$ cat src/hdl/cau_pkg.sv
// ----------------------------------------------------------------------------
// cau_pkg
// Shared constants, operation codes and pipeline item types of the complex
// arithmetic unit.
// ----------------------------------------------------------------------------
package cau_pkg;

   // Fixed point format of all operands and results
   localparam int DATA_WIDTH = 32;
   localparam int FRAC_BITS  = 16;
   localparam int THR_WIDTH  = 16;
   localparam int OP_WIDTH   = 4;

   // Exact product, sum of two products, and divider depth
   localparam int PROD_WIDTH = 2 * DATA_WIDTH;
   localparam int SUM_WIDTH  = PROD_WIDTH + 2;
   localparam int DIV_STEPS  = DATA_WIDTH;

   typedef enum logic [OP_WIDTH-1:0] {
      OP_ADD  = 4'd0,
      OP_SUB  = 4'd1,
      OP_MUL  = 4'd2,
      OP_DIV  = 4'd3,
      OP_SMUL = 4'd4,
      OP_SDIV = 4'd5,
      OP_CONJ = 4'd6,
      OP_SQR  = 4'd7,
      OP_NEG  = 4'd8
   } op_type;

   // One clipped result part
   typedef struct packed {
      logic [DATA_WIDTH-1:0] value;
      logic                  sat;
   } clip_type;

   // One restoring divider lane: partial remainder, dividend bits still to
   // shift in, quotient so far (top bit means overflow) and result sign
   typedef struct packed {
      logic [PROD_WIDTH-1:0] rem;
      logic [DATA_WIDTH-1:0] low;
      logic [DATA_WIDTH-1:0] quo;
      logic                  neg;
   } div_lane_type;

   // Result control that rides along the divider
   typedef struct packed {
      logic                  is_div;
      logic                  dz;
      logic                  sat;
      logic [DATA_WIDTH-1:0] y_re;
      logic [DATA_WIDTH-1:0] y_im;
   } ctl_type;

   typedef struct packed {
      div_lane_type          re;
      div_lane_type          im;
      logic [PROD_WIDTH-1:0] den;
      ctl_type               ctl;
   } div_item_type;

endpackage

$ cat src/hdl/cau_div_step.sv
// ----------------------------------------------------------------------------
// cau_div_step
// One registered restoring divide step: one quotient bit for each of the
// real and imaginary lanes.
// ----------------------------------------------------------------------------
module cau_div_step (
   input  logic                  clock,
   input  logic                  reset,
   input  logic                  in_vld,
   input  cau_pkg::div_item_type in_item,
   output logic                  out_vld,
   output cau_pkg::div_item_type out_item
);
   import cau_pkg::*;

   // Shift in the next dividend bit, subtract the divisor where it fits
   function automatic div_lane_type div_bit(input div_lane_type l,
                                            input logic [PROD_WIDTH-1:0] den);
      div_lane_type          r;
      logic [PROD_WIDTH:0]   trial;
      logic [PROD_WIDTH+1:0] diff;
      logic                  fits;
      trial = {l.rem, l.low[DATA_WIDTH-1]};
      diff  = {1'b0, trial} - {2'b00, den};
      fits  = ~diff[PROD_WIDTH+1];
      r.rem = fits ? diff[PROD_WIDTH-1:0] : trial[PROD_WIDTH-1:0];
      r.low = l.low << 1;
      r.quo = {l.quo[DATA_WIDTH-2:0], fits};
      r.neg = l.neg;
      return r;
   endfunction

   div_item_type item_in;
   logic         vld_ff;
   div_item_type item_ff;

   always_comb begin
      item_in    = in_item;
      item_in.re = div_bit(in_item.re, in_item.den);
      item_in.im = div_bit(in_item.im, in_item.den);
   end

   always_ff @(posedge clock) begin
      if (reset) begin
         vld_ff <= 1'b0;
      end else begin
         vld_ff <= in_vld;
      end
   end

   always_ff @(posedge clock) begin
      item_ff <= item_in;
   end

   assign out_vld  = vld_ff;
   assign out_item = item_ff;

endmodule
$ cat config.mk
export PLATFORM = sky130hd
export DESIGN_NAME = cau_div_step
export DESIGN_NICKNAME = d
export VERILOG_FILES = /design/src/hdl/cau_pkg.sv /design/src/hdl/cau_div_step.sv
export SDC_FILE = /design/constraint.sdc
export NUM_CORES = 1
export LEC_CHECK = 0
export ABC_CLOCK_PERIOD_IN_PS = 8200
export BUFFER_PORTS_ARGS = -buffer_cell sky130_fd_sc_hd__buf_2
export CAP_MARGIN = 30
export CORE_AREA = 10 10 295 297
export DETAILED_ROUTE_END_ITERATION = 12
export DIE_AREA = 0 0 305 307
export GPL_TIMING_DRIVEN = 0
export HOLD_SLACK_MARGIN = 0.1
export SYNTH_ARGS = -nofsm -noshare
export SYNTH_HDL_FRONTEND = slang
export SYNTH_SLANG_ARGS = --single-unit
$ cat constraint.sdc
create_clock -name clock -period 8.2 [get_ports clock]
set_clock_uncertainty 0.15 [all_clocks]
set_input_delay 1.64 -clock clock [delete_from_list [all_inputs] [get_ports clock]]
set_output_delay 1.64 -clock clock [all_outputs]
set_load 0.01 [all_outputs]
==> run metrics <==
status=finished clean; count leader, synth=dfxtp_1; initial core utilization=0.208; Layout area overhead=41.4%; Synth Instances=1,839; placed cells=~3,700; critical path class=in2reg; CTS tree=yes; synth warn=0; CTS max path bufs=3; area of the multi-input gates=8430 sq um; Tightest Pin Transition=917 ps; GRT overflow=0; Crit. End Element=register; Rel. slew slack=0.383; final setup TNS=0 ps; Hold-fix buffers, CTS=0; synthesis-stage register bit count=between 300 and 400; Final setup viols=0; Max Cap Viol=0; via count=17,141; CTS sink cnt=388; syn_area_per_cell=9.21 sq um; DRC viols=0; largest net degree at the start of global routing=14; slowest CP cell=a2111oi_4; RSZ-0062 raised after global routing=no; vias in the first global route=17,032; total routed wirelength=98,900 um; Post-CTS Setup Bufs=0; Pwr Total=approximately 5.8 mW; Crit path max-delay family=compound AO/OA/AOI/OAI gates; Tot GR Track Use=0.199; synth top area cells=dfxtp_1 46%, ha_1 9.5%, a21oi_1 5.8%, xnor2_1 3.8%, o21ai_0 3.6%; top_reg_cell synth=dfxtp_1; Via density=4.52; CP bufs+invs=4; die width=305 um; Die Area=93,600 sq um; CTS Root Cell=clkbuf_16; ANT nets after route=0; Fin. Hold Viols=0; share of post-route cells with drive strength above 1=0.339; CTS clk-pin slew, worst paths=60 ps; Max Slew Vio Count=0; WL/cell=26.1 um; post-synth cell types=a little over 70; IO Pins=between 700 and 800; RePlAce Congestion=~0.93; Post-synth top cells=388 x dfxtp_1, 197 x a21oi_1, 158 x nand2_1, 128 x ha_1, 125 x nor2_1; startpoint types=primary input; # resized after CTS=0; Synth area leader=dfxtp_1; drt pass-1 iters=5; Post-synth EDFFs=0; Final Critical Period=about 5800 ps; Synth top area share=0.459; port buffer count=777; fmax=between 150 and 200 MHz; H-tree levels=2; initial antenna violation count=65; Req. time, crit path=around 8500 ps; period utilization=0.709; first-pass GRT wire length=133,000 um; asr flop ratio synth=0; CP max stage delay=690 ps; worst-path maximum fanout=10; Register Area=7770 sq um; peak supply drop=0.144 mV; Row Count=approximately 110; Post-Syn Area=16,900 sq um; CORE AREA=about 81,000 sq um; fin cells=3,796; number of DRC markers in iteration 0=961; placed inst area=~22,000 sq um; NumNets Final=3,197; leakage power=around 11 nW; post-route cell area=between 20,000 and 25,000 sq um; TritonCTS Buffers=50; chip height=307 um; arrival time worst endpoint=6160 ps; cell mode on critical path=buf_2; Pwr Density=243 nW/um^2; CP Cell Sequence=buf_2, inv_1, ha_1, nor2b_1, o2111ai_1, a21oi_1, o211ai_1, o211ai_2, nand3_1, nand2_1, a2111oi_4, buf_2, buf_2, nand2_1, o21ai_1; Detail Placement HPWL=between 80,000 and 90,000 um; Fill cells=8,794; share of the yosys chip area belonging to registers=0.459; worst hold path type=in2reg
-- state kept, by name (all words and copies together), names as in the netlist --
name and cells:
out_vld 1, out_item 387
-- stage by stage --
step / hold WS (ps) / setup WS, ps / utilization
3_3_place_gp: 1590 / 921 / 0.273
3_5_place_dp: 1590 / 1620 / 0.273
5_1_grt: 955 / 2160 / 0.294
2_1_floorplan: 1520 / 3440 / -
4_1_cts: 948 / 2250 / 0.294
6_report: 993 / 2390 / 0.295
-- layout by cell type, fill, tap and decap left out, types with 62 or more instances in the layout --
master,count
xnor2_1,73
o21ai_0,121
ha_1,128
inv_1,103
clkbuf_1,62
buf_2,797
dfxtp_1,388
a21o_1,62
nor2_1,125
a21oi_1,197
nand2_1,158
-- cell type report --
class | count | area share
clock buffers | 58 | 0.0547
flip-flops and latches | 388 | 0.324
diodes | 14 | 0.00146
repair buffers | 783 | 0.164
multi-input cells | 1267 | 0.352
plain buffers | 82 | 0.0149
clock inverters | 31 | 0.0160
well taps | 1070 | 0.0559
inverters | 103 | 0.0161
-- path summary, 6_finish.rpt --
path / startpoint / to / slack (ps) / cells past startpoint
max: in_item[68] / out_item[203] / 2390 / 15
min: in_item[179] / out_item[180] / 990 / 1
-- kinds of logic (layout without fill, tap and decap cells) --
family | count (synthesis) | after routing | share of synthesized area
flops | 388 | 388 | 0.459
compound gates | 553 | 553 | 0.207
fa+ha+maj | 130 | 130 | 0.0969
simple gates | 448 | 448 | 0.122
xor+xnor | 119 | 119 | 0.0615
buf+inv | 185 | 1057 | 0.0439
mux | 15 | 15 | 0.00982
other cells | 1 | 16 | 0.000221
-- report_power, final --
group	internal [mW]	switching (mW)
Combinational	0.519	0.862
Sequential	2.09	0.0552
Clock	1.35	0.939
Total	3.96	1.86
-- metal layers --
layer	GRT usage	part of all wire
met3	0.0685	0.085
met5	0	0.0035
met1	0.211	0.37
met2	0.362	0.50
met4	0.0682	0.037
(Power assumes the default switching activity.)
